`src/rtl/circular_deque_defines.svh`:
```
// assertion macros shared by the circular deque rtl
`ifndef CIRCULAR_DEQUE_DEFINES_SVH
`define CIRCULAR_DEQUE_DEFINES_SVH

`ifndef SYNTHESIS

// checked on every clock edge outside reset
`define CDQ_ASSERT(name, prop, msg) \
   name: assert property (@(posedge clock) disable iff (reset) prop) else $error(msg);

// checked on every clock edge, reset included
`define CDQ_ASSERT_ALWAYS(name, prop, msg) \
   name: assert property (@(posedge clock) prop) else $error(msg);

`else

`define CDQ_ASSERT(name, prop, msg)
`define CDQ_ASSERT_ALWAYS(name, prop, msg)

`endif

`endif

```
`src/rtl/cdq_pkg.sv`:
```
// types and constants of the circular deque
package cdq_pkg;

   // store geometry
   localparam int STORE_DEPTH = 16;
   localparam int DATA_W      = 32;
   localparam int IDX_W       = (STORE_DEPTH > 1) ? $clog2(STORE_DEPTH) : 1;
   localparam int CNT_W       = $clog2(STORE_DEPTH + 1);

   // capacity register
   localparam int               CAP_W     = 5;
   localparam logic [CAP_W-1:0] CAP_RESET = CAP_W'(STORE_DEPTH);

   // width that holds both a count and a capacity value
   localparam int EFF_W = (CNT_W > CAP_W) ? CNT_W : CAP_W;

   localparam int ACT_W = 3;

   typedef enum logic [ACT_W-1:0] {
      ACT_INSERT_FRONT = 3'd0,
      ACT_INSERT_REAR  = 3'd1,
      ACT_DELETE_FRONT = 3'd2,
      ACT_DELETE_REAR  = 3'd3,
      ACT_QUERY        = 3'd4
   } action_type;

endpackage

```
`src/rtl/circular_deque.sv`:
```
// Circular deque: a double-ended queue of up to 16 signed 32-bit words kept in
// a ring store. A request is taken at any clock edge with start high (busy
// never rises) and its response appears in the next cycle, for one cycle,
// on rsp_strobe; one request per cycle is sustained. The response comes from
// the registered read of the two store copies: front and rear words are read in
// the request cycle and a word written in that same cycle is forwarded to the
// response. Writing csr_wdata sets the capacity (0 reads as 1, above 16 as 16)
// and empties the deque; write it only while no response is pending.
`include "circular_deque_defines.svh"

module circular_deque (
   input  logic                         clock,
   input  logic                         reset,
   // request beat
   input  logic                         start,
   output logic                         busy,
   input  logic [cdq_pkg::ACT_W-1:0]    req_action,
   input  logic signed [cdq_pkg::DATA_W-1:0] req_value,
   // response beat
   output logic                         rsp_strobe,
   output logic                         rsp_ok,
   output logic signed [cdq_pkg::DATA_W-1:0] rsp_front_value,
   output logic signed [cdq_pkg::DATA_W-1:0] rsp_rear_value,
   output logic                         rsp_is_empty,
   output logic                         rsp_is_full,
   output logic [cdq_pkg::CNT_W-1:0]    rsp_entry_count,
   // capacity register
   input  logic                         csr_we,
   input  logic [cdq_pkg::CAP_W-1:0]    csr_wdata
);

   import cdq_pkg::*;

   // control state
   logic [CAP_W-1:0] cap_ff;
   logic [IDX_W-1:0] head_ff, head_in;
   logic [IDX_W-1:0] tail_ff, tail_in;
   logic [CNT_W-1:0] count_ff, count_in;

   // response stage
   logic             strobe_ff;
   logic             ok_ff, ok_in;
   logic             empty_ff, full_ff, full_in;
   logic [CNT_W-1:0] rcount_ff;
   logic             fwd_head_ff, fwd_head_in;
   logic             fwd_tail_ff, fwd_tail_in;
   logic [DATA_W-1:0] wval_ff;

   logic             accept;
   logic [EFF_W-1:0] cap_eff;
   logic [EFF_W-1:0] cap_ext;
   logic             wr_en;
   logic [IDX_W-1:0] slot;
   logic [DATA_W-1:0] rd_head, rd_tail;
   action_type       act;

   // index move toward the rear, wraps at the capacity
   function automatic logic [IDX_W-1:0] step_up(input logic [IDX_W-1:0] idx,
                                                input logic [EFF_W-1:0] cap);
      logic [EFF_W:0] nxt;
      nxt = (EFF_W+1)'(idx) + (EFF_W+1)'(1);
      return (nxt >= (EFF_W+1)'(cap)) ? '0 : IDX_W'(nxt);
   endfunction

   // index move toward the front, wraps at the capacity
   function automatic logic [IDX_W-1:0] step_down(input logic [IDX_W-1:0] idx,
                                                  input logic [EFF_W-1:0] cap);
      logic [EFF_W-1:0] lim;
      lim = cap - EFF_W'(1);
      return (idx == '0 || EFF_W'(idx) > cap) ? IDX_W'(lim) : idx - IDX_W'(1);
   endfunction

   // busy is tied low, nothing ever waits
   assign busy   = 1'b0;
   assign accept = start && !busy;
   assign act    = action_type'(req_action);

   // clamp the capacity register to 1..STORE_DEPTH
   assign cap_ext = EFF_W'(cap_ff);
   always_comb begin
      if (cap_ff == '0) begin
         cap_eff = EFF_W'(1);
      end else if (cap_ext > EFF_W'(STORE_DEPTH)) begin
         cap_eff = EFF_W'(STORE_DEPTH);
      end else begin
         cap_eff = cap_ext;
      end
   end

   // next indices, count and store write for one request
   always_comb begin
      head_in  = head_ff;
      tail_in  = tail_ff;
      count_in = count_ff;
      ok_in    = 1'b0;
      wr_en    = 1'b0;
      slot     = head_ff;
      case (act)
         ACT_INSERT_FRONT, ACT_INSERT_REAR: begin
            if (EFF_W'(count_ff) < cap_eff) begin
               if (count_ff == '0) begin
                  head_in = '0;
                  tail_in = '0;
                  slot    = '0;
               end else if (act == ACT_INSERT_FRONT) begin
                  head_in = step_down(head_ff, cap_eff);
                  slot    = head_in;
               end else begin
                  tail_in = step_up(tail_ff, cap_eff);
                  slot    = tail_in;
               end
               wr_en    = accept;
               count_in = count_ff + CNT_W'(1);
               ok_in    = 1'b1;
            end
         end
         ACT_DELETE_FRONT, ACT_DELETE_REAR: begin
            if (count_ff != '0) begin
               if (count_ff == CNT_W'(1)) begin
                  head_in = '0;
                  tail_in = '0;
               end else if (act == ACT_DELETE_FRONT) begin
                  head_in = step_up(head_ff, cap_eff);
               end else begin
                  tail_in = step_down(tail_ff, cap_eff);
               end
               count_in = count_ff - CNT_W'(1);
               ok_in    = 1'b1;
            end
         end
         ACT_QUERY: begin
            ok_in = 1'b1;
         end
         default: begin
            ok_in = 1'b0;
         end
      endcase
   end

   // a word written this cycle shows through at the response
   assign fwd_head_in = wr_en && (slot == head_in);
   assign fwd_tail_in = wr_en && (slot == tail_in);
   assign full_in     = (EFF_W'(count_in) == cap_eff);

   // control registers, a capacity write empties the deque after any request
   always_ff @(posedge clock) begin
      if (reset) begin
         cap_ff    <= CAP_RESET;
         head_ff   <= '0;
         tail_ff   <= '0;
         count_ff  <= '0;
         strobe_ff <= 1'b0;
      end else begin
         strobe_ff <= accept;
         if (csr_we) begin
            cap_ff   <= csr_wdata;
            head_ff  <= '0;
            tail_ff  <= '0;
            count_ff <= '0;
         end else if (accept) begin
            head_ff  <= head_in;
            tail_ff  <= tail_in;
            count_ff <= count_in;
         end
      end
   end

   // response payload
   always_ff @(posedge clock) begin
      if (accept) begin
         ok_ff       <= ok_in;
         empty_ff    <= (count_in == '0);
         full_ff     <= full_in;
         rcount_ff   <= count_in;
         fwd_head_ff <= fwd_head_in;
         fwd_tail_ff <= fwd_tail_in;
         wval_ff     <= req_value;
      end
   end

   // two store copies, one read port each for front and rear
   cdq_ram #(
      .WIDTH (DATA_W),
      .DEPTH (STORE_DEPTH)
   ) u_ram_front (
      .clock   (clock),
      .wr_en   (wr_en),
      .wr_addr (slot),
      .wr_data (req_value),
      .rd_en   (accept),
      .rd_addr (head_in),
      .rd_data (rd_head)
   );

   cdq_ram #(
      .WIDTH (DATA_W),
      .DEPTH (STORE_DEPTH)
   ) u_ram_rear (
      .clock   (clock),
      .wr_en   (wr_en),
      .wr_addr (slot),
      .wr_data (req_value),
      .rd_en   (accept),
      .rd_addr (tail_in),
      .rd_data (rd_tail)
   );

   // response beat
   assign rsp_strobe      = strobe_ff;
   assign rsp_ok          = ok_ff;
   assign rsp_is_empty    = empty_ff;
   assign rsp_is_full     = full_ff;
   assign rsp_entry_count = rcount_ff;
   assign rsp_front_value = empty_ff ? '1 : (fwd_head_ff ? wval_ff : rd_head);
   assign rsp_rear_value  = empty_ff ? '1 : (fwd_tail_ff ? wval_ff : rd_tail);

   // checks
   `CDQ_ASSERT(a_count_in_cap, EFF_W'(count_ff) <= cap_eff, "count above capacity")
   `CDQ_ASSERT(a_empty_idx, (count_ff == '0) |-> (head_ff == '0 && tail_ff == '0), "indices off when empty")
   `CDQ_ASSERT(a_rsp_follows, accept |=> rsp_strobe, "no response after request")
   `CDQ_ASSERT(a_rsp_only_after, rsp_strobe |-> $past(accept), "response without request")
   `CDQ_ASSERT_ALWAYS(a_empty_word, (rsp_strobe && rsp_is_empty) |-> (&rsp_front_value && &rsp_rear_value), "empty response carries data")

endmodule

```
`src/rtl/cdq_ram.sv`:
```
// generic single-write, single-read ram with registered read (read-first)
module cdq_ram #(
   parameter int WIDTH = 32,
   parameter int DEPTH = 16,
   localparam int AW   = (DEPTH > 1) ? $clog2(DEPTH) : 1
) (
   input  logic             clock,
   input  logic             wr_en,
   input  logic [AW-1:0]    wr_addr,
   input  logic [WIDTH-1:0] wr_data,
   input  logic             rd_en,
   input  logic [AW-1:0]    rd_addr,
   output logic [WIDTH-1:0] rd_data
);

   logic [WIDTH-1:0] mem [DEPTH];

   // write port
   always_ff @(posedge clock) begin
      if (wr_en) begin
         mem[wr_addr] <= wr_data;
      end
   end

   // registered read, returns the old word on a same-address write
   always_ff @(posedge clock) begin
      if (rd_en) begin
         rd_data <= mem[rd_addr];
      end
   end

endmodule

```
`config.mk`:
```
export PLATFORM = sky130hd
export DESIGN_NAME = circular_deque
export DESIGN_NICKNAME = d
export VERILOG_FILES = /design/src/rtl/cdq_pkg.sv /design/src/rtl/circular_deque.sv /design/src/rtl/cdq_ram.sv
export VERILOG_INCLUDE_DIRS = /design/src /design/src/rtl
export SDC_FILE = /design/constraint.sdc
export NUM_CORES = 1
export LEC_CHECK = 0
export BUFFER_PORTS_ARGS = -buffer_cell sky130_fd_sc_hd__clkbuf_2
export CORE_MARGIN = 2
export CORE_UTILIZATION = 58
export CTS_BUF_LIST = sky130_fd_sc_hd__clkbuf_8
export DETAILED_ROUTE_END_ITERATION = 10
export PLACE_DENSITY = 0.78
export RECOVER_POWER = 100
export SYNTH_ARGS = -nofsm -noshare
export SYNTH_HDL_FRONTEND = slang
export SYNTH_SLANG_ARGS = --single-unit
```
`constraint.sdc`:
```
create_clock -name clock -period 5.2 [get_ports clock]
set_input_delay 0.78 -clock clock [delete_from_list [all_inputs] [get_ports clock]]
set_output_delay 0.78 -clock clock [all_outputs]
set_load 0.01 [all_outputs]
```
Word level (Yosys, flattened, before mapping)

Memory sizes are Yosys's and may differ from the RTL's. A register that Yosys moved wholly into a read port is not among the register bits.
Index checks and enable logic that the tools add are counted.
Widths: inputs -> output; s select.

Add/subtract/negate cells: 7
Multipliers: 0
Divide/modulo/power cells: 0
Magnitude comparators: 6
Equality and inequality tests: 8
Shifts and indexed selects: 0
Multiplexer cells: 38
Bitwise gates (word level): 0
Reduce and logical (&&, ||, !) cells: 14

Operators by type and width:

| operator            | count |
|---|---|
| $mux 32             | 4 |
| $mux 4              | 20 |
| $mux 5              | 4 |
| $pmux 4 s2          | 2 |
| $logic_not 5->1     | 3 |
| $sub 4x1->4 const B | 3 |
| $add 4x1->5 const B | 2 |
| $ge 5x5->1          | 2 |
| $gt 4x5->1          | 2 |
| $pmux 5 s2          | 1 |
| $eq 4x4->1          | 2 |
| $logic_not 4->1     | 2 |
| $eq 3x2->1 const B  | 2 |
| $mux 1              | 6 |
| $reduce_or 2->1     | 3 |
| $add 5x1->5 const B | 1 |
| $eq 5x1->1 const B  | 1 |
| $eq 5x5->1          | 1 |
| $gt 5x5->1 const B  | 1 |
| $lt 5x5->1          | 1 |
| $reduce_bool 5->1   | 1 |
| $sub 5x1->5 const B | 1 |
| $eq 3x1->1 const B  | 1 |
| $eq 3x3->1 const B  | 1 |
| other kinds (4)     | 6 |

Flip-flop bits (word level): 61
Bits in latches: 0
RAM bits: 1024
ROM bits: 0
Bits of input ports: 44
Output and inout port bits: 74
Memories kept: 2

Memories:

| name            | depth | width | rd ports | clocked after memory_dff | wr ports | RTL line      | text |
|---|---|---|---|---|---|---|---|
| u_ram_front.mem | 16    | 32    | 1        | 1                        | 1        | cdq_ram.sv:16 | `logic [WIDTH-1:0] mem [DEPTH];` |
| u_ram_rear.mem  | 16    | 32    | 1        | 1                        | 1        | cdq_ram.sv:16 |  |

Logic depth before layout (Yosys ltp)

Word-level depth: 12
Gate-level depth with buffers: 16
Gate-level depth less buffers: 13

Hierarchy

A second synthesis with hierarchy kept.

Cells, all modules: 2209
Area total of the unflattened synthesis: 45182.1 µm²

Modules (own cells, without submodules):

| module         | instances | cells an instance | area an instance (µm²) | sequential area each (µm²) |
|---|---|---|---|---|
| cdq_ram        | 2         | 838               | 20155.6                | 16335.7 |
| circular_deque | 1         | 533               | 4870.9                 | 1641.6 |

Worst setup path after synthesis

Ideal clock, no wire load.

Kind: register -> register
Start point: register cap_ff[4], in the netlist cap_ext[4]
End point: memory u_ram_rear.mem[6][0], enable pin
Library setup time: 0.461 ns
Arrival: 4.947 ns
Required time: 4.739 ns
Path slack: -0.208 ns
Cell stages (with the launch flop): 13
Cell sequence: dfxtp_1 buf_6 inv_2 nand2_1 ha_1 nand4b_4 or2_1 a21oi_4 mux2i_1 nor2_1 nor4_1 nand3_1 nor3_1

Word-level cells in the longest chain between the ends: 10
Elaborated cells on any way between the ends: 19
Classes of those cells: add/sub (1); order compare (4); mux (12); reduce/logical (2)

RTL lines:

| item                   | RTL line              | text |
|---|---|---|
| from (decl)            | circular_deque.sv:35  | `logic [CAP_W-1:0] cap_ff;` |
| from (signal assigned) | circular_deque.sv:156 | `cap_ff <= csr_wdata;` |
| $gt 5x5->1             | circular_deque.sv:83  | `end else if (cap_ext > EFF_W'(STORE_DEPTH)) begin` |
| $mux 5                 | circular_deque.sv:83  |  |
| $mux 5 (*)             | circular_deque.sv:81  | `if (cap_ff == '0) begin` |
| $gt 4x5->1             | circular_deque.sv:70  | `return (idx == '0 \|\| EFF_W'(idx) > cap) ? IDX_W'(lim) : idx - IDX_W'(1);` |
| $logic_or 1x1->1       | circular_deque.sv:70  |  |
| $mux 4                 | circular_deque.sv:70  |  |
| $mux 4                 | circular_deque.sv:105 | `end else if (act == ACT_INSERT_FRONT) begin` |
| $mux 4                 | circular_deque.sv:101 | `if (count_ff == '0) begin` |
| $mux 4                 | circular_deque.sv:100 | `if (EFF_W'(count_ff) < cap_eff) begin` |
| $mux 4                 | circular_deque.sv:98  | `case (act)` |
| to (decl)              | cdq_ram.sv:16         |  |

Every way passes the cells marked *; elsewhere a longest branch is shown, timed or not.

Worst setup path in the final report

Start point: register cap_ff[4], in the netlist cap_ext[4]
End point: register u_ram_rear.rd_data[20], read port of u_ram_rear.mem (data pin)

Word-level cells in the longest chain between the ends: 10
Elaborated cells on any way between the ends: 18
Classes of those cells: add/sub (1); order compare (4); mux (11); reduce/logical (2)

RTL lines:

| item             | RTL line              | text |
|---|---|---|
| $gt 5x5->1       | circular_deque.sv:83  |  |
| $mux 5           | circular_deque.sv:83  |  |
| $mux 5 (*)       | circular_deque.sv:81  |  |
| $gt 4x5->1       | circular_deque.sv:70  |  |
| $logic_or 1x1->1 | circular_deque.sv:70  |  |
| $mux 4           | circular_deque.sv:70  |  |
| $mux 4           | circular_deque.sv:122 | `end else if (act == ACT_DELETE_FRONT) begin` |
| $mux 4           | circular_deque.sv:119 | `if (count_ff == CNT_W'(1)) begin` |
| $mux 4           | circular_deque.sv:118 | `if (count_ff != '0) begin` |
| $pmux 4 s2 (*)   | circular_deque.sv:98  |  |
| to (decl)        | cdq_ram.sv:13         | `output logic [WIDTH-1:0] rd_data` |

Marked as above.
A chain may end at the register's enable or synchronous reset.

==> metrics.md <==
| Metric | Value |
|---|---|
| WP data arrival | 5.27 ns |
| Clk slew on worst S/H paths | 0.07 ns |
| CP max FO | 48 |
| Post-CTS sizing | 0 |
| Wirelength per Cell | 28.7 µm |
| Critical Path RT | 5.64 ns |
| Slew @ Worst Pin | 2.07 ns |
| Distinct cells, synth | 77 |
| First-pass GRT wire length | 137 mm |
| Mapped Cells | 2,357 |
| Cell leakage power | 0.0117 µW |
| Maxcap violations | 3 |
| Outcome | finished, violations left |
| DRT iter0 DRCs | 3,859 |
| Largest net degree at the start of global routing | 161 |
| Avg Cell Area, Syn | 13.3 µm² |
| Synthesized flop and latch total | 637 |
| Post-detail-place hpwl | 51.9 mm |
| Main combinational cell family by area after synthesis | compound AO/OA/AOI/OAI gates |
| Placed Cells | 3,024 |
| Core area | 53,700 µm² |
| Die ar. | 56,100 µm² |
| Max Freq | 0.207 GHz |
| Buffers on Ports | 116 |
| Period utilization | 0.929 |
| Sequential element share of the synthesized area | 0.602 |
| Post-CTS Setup Repair Bufs | 0 |
| Syn nets | 2,433 |
| Cell Area, Synth | 31,400 µm² |
| Starting Density | 0.585 |
| Final Skew | 0.0293 ns |
| Routed via count | 23,300 |
| Routed wire length | 92.1 mm |
| RSZ-0062 raised after global routing | no |
| Tot GR Track Use | 0.325 |
| Hold bufs inserted after CTS | 0 |
| Total CTS buffers | 100 |
| Die Y | 237 µm |
| Synth async-reset ratio | 0 |
| Clock Sinks | 637 |
| EDFF count, synth | 618 |
| Vias in the first global route | 23,100 |
| Critical path class | reg -> reg |
| GP Congestion | 0.916 |
| Setup TNS | 0 ns |
| Hold Path Class | in -> reg |
| Pwr dens | 336 nW/µm² |
| Number of I/O pins | 118 |
| Synth Flop Type | edfxtp_1 |
| Slew Viols, Final | 156 |
| Final hold viol count | 0 |
| Total power | 11,600 µW |
| Post-route ant nets | 0 |
| Avg Vias per Cell | 7.28 |
| Simple logic cell fraction of the synthesized area | 0.100 |
| Max Root-Sink Buffers | 3 |
| CP Cell Sequence | inv_1 > nand2_1 > ha_1 > a21oi_1 > o21ai_0 > a21oi_1 > nand3b_1 > nand2_1 > o211a_4 > clkbuf_2 > nand3_1 > a22o_1 > a211o_1 |
| TritonCTS clock tree | done |
| DRT Pass-1 Iters | 6 |
| Overflow after GRT | 0 |
| Crit-path slowest cell | o211a_4 |
| Xor and xnor area share after synthesis | 0.00585 |
| Slowest stage delay, CP | 0.74 ns |
| # nets final | 2,507 |
| Root Buffer | clkbuf_8 |
| Htree depth | 3 |
| Post-synthesis mux area share | 0.0974 |
| Max_slew headroom | -0.379 |
| Share of cells above drive strength 1 | 0.154 |
| Layout Cells excl Fill | 3,204 |
| Area delta synth->final | 9.86% |
| Final setup vio count | 0 |
| Crit. End Element | flop |
| Worst vdd ir | 0.227 mV |
| Synth Area in Compound Gates | 0.144 |
| Initial antenna violation count | 0 |
| DR DRC count | 0 |
| Synth Area in Adders | 0.0127 |
| Violated checks | max-capacitance violations, max-slew violations |
| Row count | 85 |
| Die Width | 237 µm |
| Synth Warn # | 0 |
| Tmin final | 4.83 ns |
| Clk Latency, worst-skew pair | 0.72 ns |
| Filler cells | 3,773 |
| Critical Path Source Type | flop |
[flip-flops by register name (all words and copies together), names as in the netlist, 4 cells and up]
register	count
u_ram_front.rd_data	32
u_ram_rear.rd_data	32
count_ff	5
u_ram_rear.mem	512
cap_ext	5
rsp_entry_count	5
tail_ff	4
head_ff	4
wval_ff	32
[kinds of logic (layout without fill, tap and decap cells)]
group / count (synthesis) / in the layout
AO/OA/AOI/OAI: 644 / 644
XOR/XNOR: 21 / 21
other: 1 / 2
buffers and inverters: 243 / 393
AND/OR/NAND/NOR: 633 / 633
adder cells (fa/ha/maj): 32 / 32
multiplexers: 146 / 146
flip-flops: 637 / 637
[area by class of cell]
| type | count | area [µm²] | share of cell area |
|---|---|---|---|
| Antenna cell | 1 | 2.50 | 0.0000725 |
| Clock buffer | 102 | 1400 | 0.0407 |
| Clock inverter | 76 | 475 | 0.0138 |
| Inverter | 20 | 75.1 | 0.00217 |
| Multi-Input combinational cell | 1477 | 11400 | 0.332 |
| Sequential cell | 637 | 18900 | 0.548 |
| Tap cell | 696 | 871 | 0.0252 |
| Timing Repair Buffer | 195 | 1320 | 0.0381 |
[cells in the final DEF, fill, tap and decap left out, types with 12 or more instances in the layout]
cell type	n
a311oi_1	64
a22oi_1	65
clkbuf_8	102
edfxtp_1	618
clkinv_1	32
buf_4	30
ha_1	32
clkbuf_2	27
nand3_1	264
buf_12	25
a211o_1	96
nand2_1	162
a21oi_1	125
nor3_1	13
a211oi_1	71
clkbuf_1	107
dfxtp_1	19
and3_1	35
o21ai_0	148
nor2_4	12
clkinv_2	14
nor2_1	40
xnor2_1	14
nor2b_1	66
mux4_2	128
mux2i_1	18
inv_1	37
a22o_1	33
[cell usage after synthesis, types with 19 or more instances]
| cell type | number | share of area |
|---|---|---|
| nor2_1 | 52 | 0.0062 |
| a22o_1 | 34 | 0.0095 |
| a21oi_1 | 122 | 0.019 |
| and3_1 | 35 | 0.0070 |
| a22oi_1 | 65 | 0.016 |
| nand3_1 | 264 | 0.042 |
| nand2_1 | 163 | 0.019 |
| buf_6 | 22 | 0.0079 |
| edfxtp_1 | 618 | 0.59 |
| clkbuf_1 | 123 | 0.015 |
| mux4_2 | 128 | 0.092 |
| a211o_1 | 96 | 0.027 |
| o21ai_0 | 147 | 0.023 |
| a211oi_1 | 71 | 0.017 |
| nor2b_1 | 66 | 0.013 |
| dfxtp_1 | 19 | 0.012 |
| ha_1 | 32 | 0.013 |
| a311oi_1 | 64 | 0.018 |
| buf_2 | 62 | 0.0099 |
[worst paths after layout]
path	from	to	slack, ns	cells after the start
setup / recovery	cap_ext[4]	u_ram_rear.rd_data[20]	0.37	13
hold / removal	reset	rsp_strobe	0.32	2
setup reg to reg	cap_ext[4]	u_ram_rear.rd_data[20]	0.37	13
hold reg to reg	cap_ext[0]	cap_ext[0]	0.57	2
[routing by layer]
layer	track usage	wire [µm]	vias up
li1	-	-	9577
met2	0.513	42800	2009
met5	0	0	-
met4	0.152	4050	0
met3	0.0712	12100	350
met1	0.434	33100	11400
[report_power, final]
part           internal [µW]  switching [µW]
sequential              5780            61.8
combinational            583            1100
clock                   2080            2010
[stage by stage]
step / hold slack [ns] / area, µm² / setup WS (ns) / util
finish: 0.323 / 34500 / 0.371 / 0.643
global route: 0.313 / 34500 / 0.128 / 0.643
CTS: 0.281 / 34800 / 0.546 / 0.648
detailed placement: 0.563 / 32900 / 0.606 / 0.613
global placement: 0.540 / 32900 / 0.675 / 0.613
floorplan: 0.508 / 31400 / 0.110 / -
[worst max-delay path, delay by kind of cell, from the launching register on]
| family | cells | cell delay (ns) |
|---|---|---|
| adder cells (fa/ha/maj) | 1 | 0.30 |
| flip-flops | 1 | 0.51 |
| AO/OA/AOI/OAI | 6 | 2.10 |
| buffers and inverters | 2 | 0.78 |
| AND/OR/NAND/NOR | 4 | 0.84 |
Note: power is estimated with default switching activity, not from simulation.
